==> src/rtl/flash_write_packetizer_defines.svh <==
// assertion macros for the flash write packetizer
`ifndef FLASH_WRITE_PACKETIZER_DEFINES_SVH
`define FLASH_WRITE_PACKETIZER_DEFINES_SVH

`ifndef SYNTHESIS

// same-cycle implication
`define FWP_ASSERT_IMP(label, clk_s, rst_s, ante, cons, msg) \
  label: assert property (@(posedge clk_s) disable iff (!rst_s) (ante) |-> (cons)) \
    else $error(msg);

// next-cycle implication
`define FWP_ASSERT_NXT(label, clk_s, rst_s, ante, cons, msg) \
  label: assert property (@(posedge clk_s) disable iff (!rst_s) (ante) |=> (cons)) \
    else $error(msg);

`else

`define FWP_ASSERT_IMP(label, clk_s, rst_s, ante, cons, msg)
`define FWP_ASSERT_NXT(label, clk_s, rst_s, ante, cons, msg)

`endif

`endif

==> src/rtl/fwp_pkg.sv <==
// shared types, constants and command/status structs of the flash write packetizer
`default_nettype none

package fwp_pkg;

  localparam int ADDR_W     = 28;
  localparam int EXP_W      = 29;
  localparam int DATA_W     = 8;
  localparam int LEN_W      = 8;
  localparam int CNT_W      = 6;
  localparam int KIND_W     = 3;
  localparam int CFG_IDX_W  = 3;
  localparam int CFG_DATA_W = 60;
  localparam int BPA_W      = 3;
  localparam int POL_W      = 2;
  localparam int RTYPE_W    = 3;

  localparam int MAX_FIELD_BYTES_DEF = 58;
  localparam int REGION_COUNT_DEF    = 4;

  // region register packing
  localparam int RG_START_LSB = 0;
  localparam int RG_START_MSB = 27;
  localparam int RG_END_LSB   = 28;
  localparam int RG_END_MSB   = 56;
  localparam int RG_TYPE_LSB  = 57;
  localparam int RG_TYPE_MSB  = 59;

  localparam logic [RTYPE_W-1:0] RT_UNUSED = 3'd0;
  localparam logic [RTYPE_W-1:0] RT_CONFIG = 3'd3;

  localparam logic [POL_W-1:0] POL_WRITE = 2'd0;
  localparam logic [POL_W-1:0] POL_SKIP  = 2'd1;

  localparam logic [CFG_IDX_W-1:0] CFG_FIELD_SIZE     = 3'd0;
  localparam logic [CFG_IDX_W-1:0] CFG_BYTES_PER_ADDR = 3'd1;
  localparam logic [CFG_IDX_W-1:0] CFG_POLICY         = 3'd2;
  localparam logic [CFG_IDX_W-1:0] CFG_REGION_A       = 3'd3;

  localparam logic [CNT_W-1:0]  FIELD_SIZE_RST = 6'd58;
  localparam logic [BPA_W-1:0]  BPA_RST        = 3'd1;
  localparam logic [POL_W-1:0]  POL_RST        = POL_SKIP;

  localparam logic [DATA_W-1:0] ERASE_BYTE   = 8'hFF;
  localparam logic [EXP_W-1:0]  ADDR_INVALID = 29'h1FFF_FFFF;

  typedef logic [KIND_W-1:0] kind_t;
  localparam kind_t KIND_HDR         = 3'd0;
  localparam kind_t KIND_DATA        = 3'd1;
  localparam kind_t KIND_PROG_DONE   = 3'd2;
  localparam kind_t KIND_REGION_ERR  = 3'd3;
  localparam kind_t KIND_PROTECT_ERR = 3'd4;

  typedef struct packed {
    logic latch_in;
    logic decode;
    logic write_byte;
    logic flush_start;
    logic emit_hdr;
    logic emit_byte;
    logic byte_last;
    logic emit_pc;
    logic emit_err;
  } fwp_cmd_t;

  typedef struct packed {
    logic op;
    logic err_now;
    logic take;
    logic pc_cond;
    logic full_after;
    logic dirty;
    logic write_open;
    logic addr_ok;
    logic byte_final;
    logic emit_ok;
  } fwp_sts_t;

endpackage

`default_nettype wire

==> src/rtl/fwp_div.sv <==
// bit-serial divider for the packet header address
`default_nettype none

module fwp_div (
  input  logic                       clk,
  input  logic                       rst_n,
  input  logic                       start,
  input  logic [fwp_pkg::ADDR_W-1:0] dividend,
  input  logic [fwp_pkg::BPA_W-1:0]  divisor,
  output logic [fwp_pkg::ADDR_W-1:0] quotient,
  output logic                       done
);
  import fwp_pkg::*;

  localparam int STEP_W = $clog2(ADDR_W);

  logic [ADDR_W-1:0] quo_r;
  logic [BPA_W-1:0]  rem_r;
  logic [BPA_W-1:0]  rem_nxt;
  logic [BPA_W-1:0]  den_r;
  logic [STEP_W-1:0] step_r;
  logic              busy_r;
  logic              done_r;
  logic [BPA_W:0]    trial;
  logic              ge;

  assign trial = {rem_r, quo_r[ADDR_W-1]};
  assign ge    = trial >= {1'b0, den_r};

  always_comb begin
    if (ge) begin
      rem_nxt = BPA_W'(trial - {1'b0, den_r});
    end else begin
      rem_nxt = trial[BPA_W-1:0];
    end
  end

  always_ff @(posedge clk) begin
    if (!rst_n) begin
      busy_r <= 1'b0;
      done_r <= 1'b0;
      step_r <= '0;
    end else if (start) begin
      busy_r <= 1'b1;
      done_r <= 1'b0;
      step_r <= '0;
    end else if (busy_r) begin
      step_r <= step_r + STEP_W'(1);
      if (step_r == STEP_W'(ADDR_W - 1)) begin
        busy_r <= 1'b0;
        done_r <= 1'b1;
      end
    end
  end

  // quotient bits shift in where dividend bits shift out
  always_ff @(posedge clk) begin
    if (start) begin
      quo_r <= dividend;
      rem_r <= '0;
      den_r <= divisor;
    end else if (busy_r) begin
      quo_r <= {quo_r[ADDR_W-2:0], ge};
      rem_r <= rem_nxt;
    end
  end

  assign quotient = quo_r;
  assign done     = done_r;

endmodule

`default_nettype wire

==> src/rtl/fwp_ctrl.sv <==
// controller state machine of the flash write packetizer
`default_nettype none

module fwp_ctrl (
  input  logic              clk,
  input  logic              rst_n,
  input  logic              in_valid,
  output logic              in_ready,
  input  fwp_pkg::fwp_sts_t sts,
  output fwp_pkg::fwp_cmd_t cmd
);
  import fwp_pkg::*;

  typedef enum logic [8:0] {
    ST_IDLE   = 9'b000000001,
    ST_DECODE = 9'b000000010,
    ST_ERR    = 9'b000000100,
    ST_WRITE  = 9'b000001000,
    ST_FLUSH  = 9'b000010000,
    ST_HDR    = 9'b000100000,
    ST_BYTES  = 9'b001000000,
    ST_PCDONE = 9'b010000000,
    ST_SPARE  = 9'b100000000
  } state_t;

  // why a flush runs: complete request, break before a write, or full packet
  typedef enum logic [1:0] {
    MODE_PC  = 2'd0,
    MODE_PRE = 2'd1,
    MODE_END = 2'd2
  } mode_t;

  state_t state_r, state_nxt;
  mode_t  mode_r, mode_nxt;
  state_t after_pc;

  assign after_pc = (mode_r == MODE_PRE) ? ST_WRITE : ST_IDLE;

  always_ff @(posedge clk) begin
    if (!rst_n) begin
      state_r <= ST_IDLE;
      mode_r  <= MODE_PC;
    end else begin
      state_r <= state_nxt;
      mode_r  <= mode_nxt;
    end
  end

  always_comb begin
    state_nxt = state_r;
    mode_nxt  = mode_r;
    cmd       = '0;
    in_ready  = 1'b0;
    case (state_r)
      ST_IDLE: begin
        in_ready = 1'b1;
        if (in_valid) begin
          cmd.latch_in = 1'b1;
          state_nxt    = ST_DECODE;
        end
      end
      ST_DECODE: begin
        cmd.decode = 1'b1;
        if (sts.op) begin
          mode_nxt  = MODE_PC;
          state_nxt = ST_FLUSH;
        end else if (sts.err_now) begin
          state_nxt = ST_ERR;
        end else if (!sts.take) begin
          state_nxt = ST_IDLE;
        end else if (sts.pc_cond) begin
          mode_nxt  = MODE_PRE;
          state_nxt = ST_FLUSH;
        end else begin
          state_nxt = ST_WRITE;
        end
      end
      ST_ERR: begin
        if (sts.emit_ok) begin
          cmd.emit_err = 1'b1;
          state_nxt    = ST_IDLE;
        end
      end
      ST_WRITE: begin
        cmd.write_byte = 1'b1;
        if (sts.full_after) begin
          mode_nxt  = MODE_END;
          state_nxt = ST_FLUSH;
        end else begin
          state_nxt = ST_IDLE;
        end
      end
      ST_FLUSH: begin
        if (sts.dirty) begin
          cmd.flush_start = 1'b1;
          state_nxt       = ST_HDR;
        end else begin
          state_nxt = ST_PCDONE;
        end
      end
      ST_HDR: begin
        if (sts.addr_ok && sts.emit_ok) begin
          cmd.emit_hdr = 1'b1;
          state_nxt    = ST_BYTES;
        end
      end
      ST_BYTES: begin
        if (sts.emit_ok) begin
          cmd.emit_byte = 1'b1;
          // only a full-packet flush ends the beats of its byte
          cmd.byte_last = (mode_r == MODE_END) && sts.byte_final;
          if (sts.byte_final) begin
            state_nxt = (mode_r == MODE_END) ? ST_IDLE : ST_PCDONE;
          end
        end
      end
      ST_PCDONE: begin
        if (!sts.write_open) begin
          state_nxt = after_pc;
        end else if (sts.emit_ok) begin
          cmd.emit_pc = 1'b1;
          state_nxt   = after_pc;
        end
      end
      default: begin
        state_nxt = ST_IDLE;
      end
    endcase
  end

endmodule

`default_nettype wire

==> src/rtl/fwp_dp.sv <==
// datapath: config registers, region check, packet buffer, output register
`default_nettype none

module fwp_dp #(
  parameter int MAX_FIELD_BYTES = fwp_pkg::MAX_FIELD_BYTES_DEF,
  parameter int REGION_COUNT    = fwp_pkg::REGION_COUNT_DEF
) (
  input  logic                           clk,
  input  logic                           rst_n,
  input  fwp_pkg::fwp_cmd_t              cmd,
  output fwp_pkg::fwp_sts_t              sts,
  input  logic                           in_op,
  input  logic [fwp_pkg::ADDR_W-1:0]     in_byte_address,
  input  logic [fwp_pkg::DATA_W-1:0]     in_data_byte,
  input  logic                           in_first_of_record,
  input  logic [fwp_pkg::LEN_W-1:0]      in_record_length,
  input  logic                           cfg_valid,
  input  logic [fwp_pkg::CFG_IDX_W-1:0]  cfg_index,
  input  logic [fwp_pkg::CFG_DATA_W-1:0] cfg_data,
  output logic                           out_valid,
  input  logic                           out_ready,
  output fwp_pkg::kind_t                 out_kind,
  output logic [fwp_pkg::ADDR_W-1:0]     out_device_address,
  output logic [fwp_pkg::CNT_W-1:0]      out_byte_count,
  output logic [fwp_pkg::DATA_W-1:0]     out_value,
  output logic                           out_last
);
  import fwp_pkg::*;

  localparam int IDX_W  = (MAX_FIELD_BYTES > 1) ? $clog2(MAX_FIELD_BYTES) : 1;
  localparam int FILL_W = $clog2(MAX_FIELD_BYTES + 1);
  localparam logic [CNT_W-1:0] FIELD_MAX = CNT_W'(MAX_FIELD_BYTES & ~1);
  localparam logic [CNT_W-1:0] FIELD_MIN = CNT_W'(2);

  // configuration
  logic [CNT_W-1:0]      fsize_r;
  logic [BPA_W-1:0]      bpa_r;
  logic [POL_W-1:0]      pol_r;
  logic [CFG_DATA_W-1:0] region_r [REGION_COUNT];

  // current input beat
  logic              op_r;
  logic [ADDR_W-1:0] addr_r;
  logic [DATA_W-1:0] data_r;
  logic              first_r;
  logic [LEN_W-1:0]  len_r;

  // packet state
  logic [ADDR_W-1:0] start_r;
  logic [FILL_W-1:0] fill_r;
  logic              dirty_r;
  logic              wo_r;
  logic [EXP_W-1:0]  exp_r;
  logic              pad_r;
  logic              drop_r;
  kind_t             err_kind_r;

  // flush sequencing
  logic [FILL_W-1:0] cnt_r;
  logic [FILL_W-1:0] raw_r;
  logic [FILL_W-1:0] idx_r;
  logic [FILL_W-1:0] idx_inc;
  logic [DATA_W-1:0] rd_data_r;
  logic              rd_en;
  logic [IDX_W-1:0]  rd_addr;
  logic [DATA_W-1:0] mem [MAX_FIELD_BYTES];

  // output register
  logic              out_valid_r;
  kind_t             out_kind_r;
  logic [ADDR_W-1:0] out_addr_r;
  logic [CNT_W-1:0]  out_cnt_r;
  logic [DATA_W-1:0] out_value_r;
  logic              out_last_r;
  kind_t             kind_nxt;
  logic [ADDR_W-1:0] addr_nxt;
  logic [CNT_W-1:0]  cnt_nxt;
  logic [DATA_W-1:0] value_nxt;
  logic              out_emit;

  logic [CNT_W-1:0]   fs_even;
  logic [CNT_W-1:0]   eff_size;
  logic [EXP_W-1:0]   rec_end;
  logic [RTYPE_W-1:0] rtype;
  logic               rt_none;
  logic               rt_cfg;
  logic               v_drop;
  logic               v_err;
  logic [FILL_W-1:0]  base;
  logic [FILL_W-1:0]  base_inc;
  logic [ADDR_W-1:0]  div_q;
  logic               div_done;
  logic [ADDR_W-1:0]  hdr_addr;

  fwp_div u_div (
    .clk      (clk),
    .rst_n    (rst_n),
    .start    (cmd.flush_start),
    .dividend (start_r),
    .divisor  (bpa_r),
    .quotient (div_q),
    .done     (div_done)
  );

  // field size rounded down to even and clamped
  assign fs_even  = {fsize_r[CNT_W-1:1], 1'b0};
  assign eff_size = (fs_even < FIELD_MIN) ? FIELD_MIN :
                    (fs_even > FIELD_MAX) ? FIELD_MAX : fs_even;

  // first matching region wins, so scan from the back
  assign rec_end = {1'b0, addr_r} + EXP_W'(len_r);
  always_comb begin
    rtype = RT_UNUSED;
    for (int i = REGION_COUNT - 1; i >= 0; i--) begin
      if (region_r[i][RG_TYPE_MSB:RG_TYPE_LSB] != RT_UNUSED &&
          addr_r >= region_r[i][RG_START_MSB:RG_START_LSB] &&
          rec_end <= region_r[i][RG_END_MSB:RG_END_LSB]) begin
        rtype = region_r[i][RG_TYPE_MSB:RG_TYPE_LSB];
      end
    end
  end

  assign rt_none = rtype == RT_UNUSED;
  assign rt_cfg  = rtype == RT_CONFIG;
  assign v_drop  = rt_none || (rt_cfg && pol_r != POL_WRITE);
  assign v_err   = rt_none || (rt_cfg && pol_r != POL_WRITE && pol_r != POL_SKIP);

  assign base     = dirty_r ? fill_r : '0;
  assign base_inc = base + FILL_W'(1);
  assign idx_inc  = idx_r + FILL_W'(1);
  assign hdr_addr = (bpa_r < BPA_W'(2)) ? start_r : div_q;

  assign sts.op         = op_r;
  assign sts.err_now    = !op_r && first_r && v_err;
  assign sts.take       = !(first_r ? v_drop : drop_r);
  assign sts.pc_cond    = ((wo_r || dirty_r) && exp_r != {1'b0, addr_r}) || pad_r;
  assign sts.full_after = CNT_W'(base_inc) >= eff_size;
  assign sts.dirty      = dirty_r;
  assign sts.write_open = wo_r;
  assign sts.addr_ok    = (bpa_r < BPA_W'(2)) || div_done;
  assign sts.byte_final = idx_r == cnt_r - FILL_W'(1);
  assign sts.emit_ok    = !out_valid_r || out_ready;

  assign out_emit = cmd.emit_hdr || cmd.emit_byte || cmd.emit_pc || cmd.emit_err;

  // buffer read runs one beat ahead of the byte being shown
  assign rd_en   = cmd.emit_hdr || (cmd.emit_byte && idx_inc < raw_r);
  assign rd_addr = cmd.emit_hdr ? '0 : idx_inc[IDX_W-1:0];

  always_ff @(posedge clk) begin
    if (cmd.write_byte) begin
      mem[base[IDX_W-1:0]] <= data_r;
    end
    if (rd_en) begin
      rd_data_r <= mem[rd_addr];
    end
  end

  always_comb begin
    kind_nxt  = KIND_HDR;
    addr_nxt  = '0;
    cnt_nxt   = '0;
    value_nxt = '0;
    if (cmd.emit_hdr) begin
      addr_nxt = hdr_addr;
      cnt_nxt  = CNT_W'(cnt_r);
    end else if (cmd.emit_byte) begin
      kind_nxt  = KIND_DATA;
      value_nxt = (idx_r < raw_r) ? rd_data_r : ERASE_BYTE;
    end else if (cmd.emit_pc) begin
      kind_nxt = KIND_PROG_DONE;
    end else begin
      kind_nxt = err_kind_r;
    end
  end

  always_ff @(posedge clk) begin
    if (!rst_n) begin
      fsize_r     <= FIELD_SIZE_RST;
      bpa_r       <= BPA_RST;
      pol_r       <= POL_RST;
      for (int i = 0; i < REGION_COUNT; i++) begin
        region_r[i] <= '0;
      end
      start_r     <= '0;
      fill_r      <= '0;
      dirty_r     <= 1'b0;
      wo_r        <= 1'b0;
      exp_r       <= ADDR_INVALID;
      pad_r       <= 1'b0;
      drop_r      <= 1'b0;
      out_valid_r <= 1'b0;
    end else begin
      if (cfg_valid) begin
        case (cfg_index)
          CFG_FIELD_SIZE:     fsize_r <= cfg_data[CNT_W-1:0];
          CFG_BYTES_PER_ADDR: bpa_r   <= cfg_data[BPA_W-1:0];
          CFG_POLICY:         pol_r   <= cfg_data[POL_W-1:0];
          default: ;
        endcase
        for (int i = 0; i < REGION_COUNT; i++) begin
          if (cfg_index == CFG_IDX_W'(CFG_REGION_A + i)) begin
            region_r[i] <= cfg_data;
          end
        end
      end
      if (cmd.decode && !op_r && first_r) begin
        drop_r <= v_drop;
      end
      if (cmd.write_byte) begin
        if (!dirty_r) begin
          start_r <= addr_r;
        end
        fill_r  <= base_inc;
        dirty_r <= 1'b1;
        exp_r   <= {1'b0, addr_r} + EXP_W'(1);
      end
      if (cmd.flush_start) begin
        dirty_r <= 1'b0;
        wo_r    <= 1'b1;
        // odd packet gets an erase pad and forces a program complete
        if (fill_r[0]) begin
          pad_r <= 1'b1;
          exp_r <= ADDR_INVALID;
        end else begin
          exp_r <= {1'b0, start_r} + EXP_W'(fill_r);
        end
      end
      if (cmd.emit_pc) begin
        wo_r  <= 1'b0;
        exp_r <= ADDR_INVALID;
        pad_r <= 1'b0;
      end
      if (out_emit) begin
        out_valid_r <= 1'b1;
      end else if (out_ready) begin
        out_valid_r <= 1'b0;
      end
    end
  end

  always_ff @(posedge clk) begin
    if (cmd.latch_in) begin
      op_r    <= in_op;
      addr_r  <= in_byte_address;
      data_r  <= in_data_byte;
      first_r <= in_first_of_record;
      len_r   <= in_record_length;
    end
    if (cmd.decode) begin
      err_kind_r <= rt_none ? KIND_REGION_ERR : KIND_PROTECT_ERR;
    end
    if (cmd.flush_start) begin
      cnt_r <= fill_r + FILL_W'(fill_r[0]);
      raw_r <= fill_r;
    end
    if (cmd.emit_hdr) begin
      idx_r <= '0;
    end else if (cmd.emit_byte) begin
      idx_r <= idx_inc;
    end
    if (out_emit) begin
      out_kind_r  <= kind_nxt;
      out_addr_r  <= addr_nxt;
      out_cnt_r   <= cnt_nxt;
      out_value_r <= value_nxt;
      out_last_r  <= cmd.emit_pc || cmd.emit_err || cmd.byte_last;
    end
  end

  assign out_valid          = out_valid_r;
  assign out_kind           = out_kind_r;
  assign out_device_address = out_addr_r;
  assign out_byte_count     = out_cnt_r;
  assign out_value          = out_value_r;
  assign out_last           = out_last_r;

endmodule

`default_nettype wire

==> src/rtl/flash_write_packetizer.sv <==
// top level of the flash write packetizer
//
// port group  direction  handshake            payload
// in          in         in_valid/in_ready    op, byte_address, data_byte, first_of_record,
//                                             record_length
// out         out        out_valid/out_ready  kind, device_address, byte_count, value, last
// cfg         in         cfg_valid/cfg_ready  cfg_index, cfg_data
//
// a data byte that does not close a packet passes through accept, decode and buffer write.
// a flush adds a setup step, a wait on the bit-serial address divider when
// bytes_per_address is above one, then the header and data beats.
// the buffer has one write and one read port; bytes leave one per cycle unless out stalls.
// a stalled out channel holds the flush; the next byte is taken once the last beat is in
// the output register.
// rst_n is synchronous; it clears control and config, buffer contents are not cleared.
`default_nettype none
`include "flash_write_packetizer_defines.svh"

module flash_write_packetizer #(
  parameter int MAX_FIELD_BYTES = fwp_pkg::MAX_FIELD_BYTES_DEF,
  parameter int REGION_COUNT    = fwp_pkg::REGION_COUNT_DEF
) (
  input  logic                           clk,
  input  logic                           rst_n,
  input  logic                           in_valid,
  output logic                           in_ready,
  input  logic                           in_op,
  input  logic [fwp_pkg::ADDR_W-1:0]     in_byte_address,
  input  logic [fwp_pkg::DATA_W-1:0]     in_data_byte,
  input  logic                           in_first_of_record,
  input  logic [fwp_pkg::LEN_W-1:0]      in_record_length,
  output logic                           out_valid,
  input  logic                           out_ready,
  output logic [fwp_pkg::KIND_W-1:0]     out_kind,
  output logic [fwp_pkg::ADDR_W-1:0]     out_device_address,
  output logic [fwp_pkg::CNT_W-1:0]      out_byte_count,
  output logic [fwp_pkg::DATA_W-1:0]     out_value,
  output logic                           out_last,
  input  logic                           cfg_valid,
  output logic                           cfg_ready,
  input  logic [fwp_pkg::CFG_IDX_W-1:0]  cfg_index,
  input  logic [fwp_pkg::CFG_DATA_W-1:0] cfg_data
);
  import fwp_pkg::*;

  fwp_cmd_t cmd;
  fwp_sts_t sts;

  assign cfg_ready = 1'b1;

  fwp_ctrl u_ctrl (
    .clk      (clk),
    .rst_n    (rst_n),
    .in_valid (in_valid),
    .in_ready (in_ready),
    .sts      (sts),
    .cmd      (cmd)
  );

  fwp_dp #(
    .MAX_FIELD_BYTES (MAX_FIELD_BYTES),
    .REGION_COUNT    (REGION_COUNT)
  ) u_dp (
    .clk                (clk),
    .rst_n              (rst_n),
    .cmd                (cmd),
    .sts                (sts),
    .in_op              (in_op),
    .in_byte_address    (in_byte_address),
    .in_data_byte       (in_data_byte),
    .in_first_of_record (in_first_of_record),
    .in_record_length   (in_record_length),
    .cfg_valid          (cfg_valid),
    .cfg_index          (cfg_index),
    .cfg_data           (cfg_data),
    .out_valid          (out_valid),
    .out_ready          (out_ready),
    .out_kind           (out_kind),
    .out_device_address (out_device_address),
    .out_byte_count     (out_byte_count),
    .out_value          (out_value),
    .out_last           (out_last)
  );

  `FWP_ASSERT_NXT(a_busy_after_take, clk, rst_n, in_valid && in_ready, !in_ready, "byte taken while previous one in work")
  `FWP_ASSERT_IMP(a_hdr_count, clk, rst_n, out_valid && out_kind == KIND_HDR, out_byte_count != '0 && !out_byte_count[0] && !out_last, "bad packet header beat")
  `FWP_ASSERT_IMP(a_side_fields, clk, rst_n, out_valid && out_kind != KIND_HDR, out_device_address == '0 && out_byte_count == '0, "header fields set on non-header beat")
  `FWP_ASSERT_IMP(a_value_field, clk, rst_n, out_valid && out_kind != KIND_DATA, out_value == '0, "value set on non-data beat")

endmodule

`default_nettype wire
==> config.mk <==
export PLATFORM = sky130hd
export DESIGN_NAME = flash_write_packetizer
export DESIGN_NICKNAME = d
export VERILOG_FILES = /design/src/rtl/fwp_pkg.sv /design/src/rtl/fwp_div.sv /design/src/rtl/fwp_ctrl.sv /design/src/rtl/fwp_dp.sv /design/src/rtl/flash_write_packetizer.sv
export VERILOG_INCLUDE_DIRS = /design/src /design/src/rtl
export SDC_FILE = /design/constraint.sdc
export NUM_CORES = 2
export LEC_CHECK = 0
export ABC_AREA = 1
export BUFFER_PORTS_ARGS = -buffer_cell sky130_fd_sc_hd__buf_2
export CAP_MARGIN = 20
export CORE_ASPECT_RATIO = 0.8
export CORE_MARGIN = 2
export CORE_UTILIZATION = 56
export CTS_BUF_LIST = sky130_fd_sc_hd__clkbuf_16
export CTS_CLUSTER_DIAMETER = 120
export DETAILED_ROUTE_END_ITERATION = 12
export HOLD_SLACK_MARGIN = 0.02
export PLACE_DENSITY = 0.86
export RECOVER_POWER = 100
export SLEW_MARGIN = 0
export SYNTH_ARGS = -nofsm -noshare
export SYNTH_HDL_FRONTEND = slang
export SYNTH_HIERARCHICAL = 1
export SYNTH_SLANG_ARGS = --single-unit
==> constraint.sdc <==
create_clock -name clk -period 5.9 [get_ports clk]
set_clock_uncertainty 0.1 [all_clocks]
set_input_delay 0.59 -clock clk [delete_from_list [all_inputs] [get_ports clk]]
set_output_delay 0.59 -clock clk [all_outputs]
set_load 0.05 [all_outputs]
Word-level counts from Yosys, hierarchy flattened
Memory sizes are Yosys's and may differ from the RTL's. A register that Yosys moved wholly into a read port is not among the register bits.
Index checks and enable logic that the tools add are counted.
- add/subtract/negate cells: 9
- $lt $le $gt $ge: 15
- equality and inequality tests: 31
- muxes and demuxes: 85
- bitwise gates (word level): 7
- reduce and logical (&&, ||, !) cells: 56
- operators with widths (operator ; count):
    two-way mux 60 bit ; 4
    <= comparator 29 bit ; 4
    greater-or-equal comparator 28 bit ; 4
    two-way mux 29 bit ; 3
    two-way mux 28 bit ; 3
    two-way mux 9 bit ; 9
    case mux 9 bit (8 select lines) ; 1
    two-way mux 1 bit ; 39
    adder 28 x 1 -> 29 bit (second input constant) ; 1
    adder 28 x 6 -> 29 bit ; 1
    adder 28 x 8 -> 29 bit ; 1
    != test 29 x 28 -> 1 bit ; 1
    two-way mux 6 bit ; 4
    two-way mux 8 bit ; 3
    logical AND 1 bit ; 18
    two-way mux 3 bit ; 6
    two-way mux 2 bit ; 8
    two-way mux 5 bit ; 3
    adder 6 x 1 -> 6 bit (second input constant) ; 2
    logical OR 1 bit ; 12
    < comparator 6 bit ; 2
    AND reduction 2 bit ; 6
    nonzero test 3 bit ; 4
    != test 2 x 1 -> 1 bit (second input constant) ; 5
    other kinds (38) ; 59
- register bits after elaboration: 244
- bits in writable memories: 704
- input port bits: 114
- output and inout bits: 49
- logic and storage cells: 240
- memories: 2
- memories (name ; words ; bits a word ; rd ports ; clocked after Yosys merged registers in ; write ports ; line ; source):
    u_dp.mem ; 58 ; 8 ; 1 ; 1 ; 1 ; fwp_dp.sv:66 ; logic [DATA_W-1:0] mem [MAX_FIELD_BYTES];
    u_dp.region_r ; 4 ; 60 ; 4 ; 0 ; 4 ; fwp_dp.sv:39 ; logic [CFG_DATA_W-1:0] region_r [REGION_COUNT];

Depth between registers and ports, before layout
An unclocked memory read counts as a cell.
- word-level depth: 16
- gate-level depth with buffers: 40
- mapped depth without buffers: 40

By module
The synthesis kept the hierarchy.
- by module, submodules not included (module ; times used ; cells each ; area each (um^2) ; sequential area each (um^2)):
    fwp_dp ; 1 ; 4193 ; 43533.0 ; 26185.1
    fwp_div ; 1 ; 196 ; 1853.0 ; 1131.1
    fwp_ctrl ; 1 ; 136 ; 787.0 ; 200.2
    flash_write_packetizer ; 1 ; 2 ; 11.3 ; 0.0

Worst setup path after synthesis
No wires, ideal clock.
- path kind: input to register
- start: input port cfg_valid
- end: memory u_dp.region_r[0][0] (enable)
- library setup time: 0.567 ns
- data arrival time: 5.251 ns
- required time: 5.233 ns
- slack: -0.018 ns
- stages: 4
- cell sequence: inv_1 -> nor2_1 -> inv_1 -> o31ai_1
- RTL lines (element ; line ; source):
    start, declared ; flash_write_packetizer.sv:39 ; input logic cfg_valid,
    end, declared ; fwp_dp.sv:39 ;

==> results.json <==
{
  "final_nets": 5088,
  "initial_core_util": 0.563,
  "cts_tree": "done",
  "place.port_buffers": 160,
  "p_comb_frac": 0.376,
  "worstMarginPinSlew_ns": 4.86,
  "dp.final_hpwl_um": 87700,
  "die_x_um": 325,
  "clkPwrFrac": 0.261,
  "setup_viol": 0,
  "fillers": 6140,
  "cp-start-kind": "flip-flop",
  "clkLatencyLatePin_ns": 0.68,
  "critPathMaxFanout": 42,
  "synthDistinctLibCells": 62,
  "syn_avg_cell_area_sq_um": 10.2,
  "synth.most_common_cell": "edfxtp_1",
  "cts_buffer_depth": 3,
  "wl_um": 131000,
  "worstSetupEndpointType": "flip-flop",
  "fin_cells": 5892,
  "die_y_um": 261,
  "post-route-period-util": 0.961,
  "async_flop_share": 0,
  "core_area_sq_mm": 0.0820,
  "post_cts_buffers": 0,
  "grt_usage": 0.303,
  "dr.pass1.iters": 6,
  "synth_top_area_share": 0.551,
  "syn_nets": 4909,
  "violations": "max-capacitance violations, max-slew violations",
  "power_density_mw_per_mm2": 440,
  "clkSlewWorstSetupHoldPaths_ns": 0.06,
  "remaining_drc_errors": 0,
  "cp.required_ns": 6.18,
  "netlist_area_sq_mm": 0.0462,
  "drt_iter0_markers": 5337,
  "power_frac_seq": 0.363,
  "r2r_cells": 16,
  "root_buffer": "clkbuf_16",
  "syn2layout_area_growth_pct": 11.2,
  "fin_ws_ns": 0.228,
  "die_area_sq_mm": 0.0848,
  "ioPinCount": 163,
  "dp_slack_ns": 0.137,
  "hold_viol_final": 0,
  "drive_above_1_share": 0.0678,
  "finalMaxSlewViolations": 1080,
  "synth.largest_area_cell": "edfxtp_1",
  "synth_flop_cell": "edfxtp_1",
  "switching_share": 0.398,
  "gp_congestion": 1.01,
  "cts.sinks": 951,
  "grt_pass1_wl_um": 196000,
  "relSlewSlack": -2.27,
  "period_minus_slack_ns": 5.67,
  "status": "finished with violations",
  "grt_start_max_net_pins": 140,
  "yosys-top-cells-count": "edfxtp_1 (847), nor2_1 (799), nand2_1 (588)",
  "antenna_found_initial": 15,
  "overflow": 0,
  "fmax_mhz": 176,
  "synth_area_leaders": "edfxtp_1 (55%), ha_1 (7.2%), nor2_1 (6.5%)",
  "p_int_mw": 13.6,
  "synth_edf_count": 847,
  "ant_nets": 0,
  "postSynthCellCount": 4527,
  "drv_cap": 22,
  "vias": 35400,
  "worstHoldPathType": "primary input to flip-flop",
  "synth-seq-cells": 951,
  "p_sw_mw": 9.00,
  "yosysWarningCount": 6,
  "vdd_drop_max_v": 0.000856,
  "routed_via_density": 6.02,
  "critPathKind": "flip-flop to flip-flop",
  "hold_depth": 3,
  "grt_pass1_vias": 33200,
  "placed_cells": 5687,
  "cts_buffers": 92,
  "htree_levels": 3,
  "ys_seq_area_frac": 0.596,
  "critPathArrivalTime_ns": 5.95,
  "routedWlPerCell_um": 22.2,
  "p_leak_nw": 20.7,
  "rows": 94
}
per-stage QoR:
stage                     TNS (ns)  power, mW   util  area [sq um]  hold slack [ns]
final                            0       22.6  0.627         51400           0.0800
after global routing       -0.0298       23.5  0.627         51400           0.0525
after CTS                        0       22.2  0.629         51600           0.0238
after detailed placement         0       16.3  0.589         48300            0.336
after global placement           0       16.0  0.589         48300            0.343
after floorplan                  0       13.4      -         46200            0.308
cell usage in the layout, fill, tap and decap left out, types with 64 or more instances in the layout:
master,Yosys,routed
nor2_1,799,794
o211ai_1,64,64
buf_2,33,87
clkbuf_1,115,96
dfxtp_1,104,104
o21ai_0,323,323
nand3_1,114,114
edfxtp_1,847,847
nand2_1,588,592
inv_1,568,601
a21oi_1,215,213
ha_1,265,265
xor2_1,70,69
clkbuf_16,0,92
worst max-delay path: stages (launching register included):
cell and delay [ns]:
dfxtp_1 0.31, inv_1 0.06, nand2_1 0.11, nor2_1 0.43, and2_0 0.29, inv_1 0.06, nor2_1 0.73, nor2_4 0.10
inv_1 1.16, clkbuf_2 0.70, nor2_1 0.08, o21ai_0 0.11, o311ai_0 0.22, o211ai_1 0.28, nand3_1 0.24, nand3_1 0.17
o31ai_1 0.18
metal layers:
| metal | global-route usage | share of wire | vias to the layer above |
|---|---|---|---|
| met4 | 0.101 | 0.032 | 12 |
| met3 | 0.106 | 0.17 | 356 |
| met1 | 0.428 | 0.38 | 16500 |
| li1 | - | - | 15900 |
| met5 | 0 | 0.00057 | - |
| met2 | 0.436 | 0.42 | 2644 |
flip-flops by register name (all words and copies together), names as in the netlist, 5 cells and up:
register,flops
u_dp/raw_r,6
u_ctrl/state_r,8
u_dp/data_r,8
u_dp/fill_r,6
u_dp/u_div/quotient,28
u_dp/len_r,8
u_dp/mem,464
u_dp/out_device_address,28
u_dp/addr_r,28
u_dp/out_value,8
u_dp/start_r,28
u_dp/fsize_r,5
u_dp/region_r,240
u_dp/idx_r,6
u_dp/u_div/step_r,5
u_dp/out_byte_count,5
u_dp/cnt_r,5
u_dp/exp_r,29
u_dp/rd_data_r,8
layout make-up:
class,instances,area [sq um],share of cell area
sequential,951,27500,0.536
multi-input combinational,2817,15800,0.307
clock buffer,92,2300,0.0448
inverter,587,2210,0.0430
timing repair buffer,257,1450,0.0283
tap,1104,1380,0.0269
clock inverter,77,727,0.0142
antenna,7,17.5,0.000341
what timing repair did:
item,4_1_cts,5_1_grt
setup endpoints to repair,0,6
hold endpoints to repair,28,0
gates resized for setup,0,12
hold buffers,28,0
power groups by stage:
stage | Clock [mW] | Combinational, mW | Sequential (mW)
floorplan | 0 | 4.94 | 8.42
global placement | 0 | 7.72 | 8.26
detailed placement | 0 | 8.01 | 8.27
CTS | 5.94 | 8.14 | 8.14
global route | 6.19 | 9.07 | 8.23
finish | 5.89 | 8.51 | 8.22
cells by family (layout without fill, tap and decap cells):
| group | after synthesis | after routing | synth area share |
|---|---|---|---|
| and+or+nand+nor | 1659 | 1659 | 0.148 |
| DFF | 951 | 951 | 0.596 |
| AOI/OAI and AO/OA | 808 | 808 | 0.103 |
| buffers and inverters | 759 | 1013 | 0.0642 |
| adders and majority gates | 268 | 268 | 0.0731 |
| xor gates and xnor gates | 80 | 80 | 0.0153 |
| other | 2 | 9 | 0.000163 |
final timing paths:
check	startpoint	to	slack, ns
min	cfg_data[1]	u_dp/fsize_r[1]$_SDFFE_PN1P_	0.08
max	u_ctrl/state_r[2]$_SDFFE_PN0P_	u_dp/rd_data_r[2]$_DFFE_PP_	0.23
max reg2reg	u_ctrl/state_r[2]$_SDFFE_PN0P_	u_dp/rd_data_r[2]$_DFFE_PP_	0.23
min reg2reg	u_dp/bpa_r[0]$_SDFFE_PN1P_	u_dp/u_div/den_r[0]$_DFFE_PP_	0.35
(Power assumes the default switching activity.)
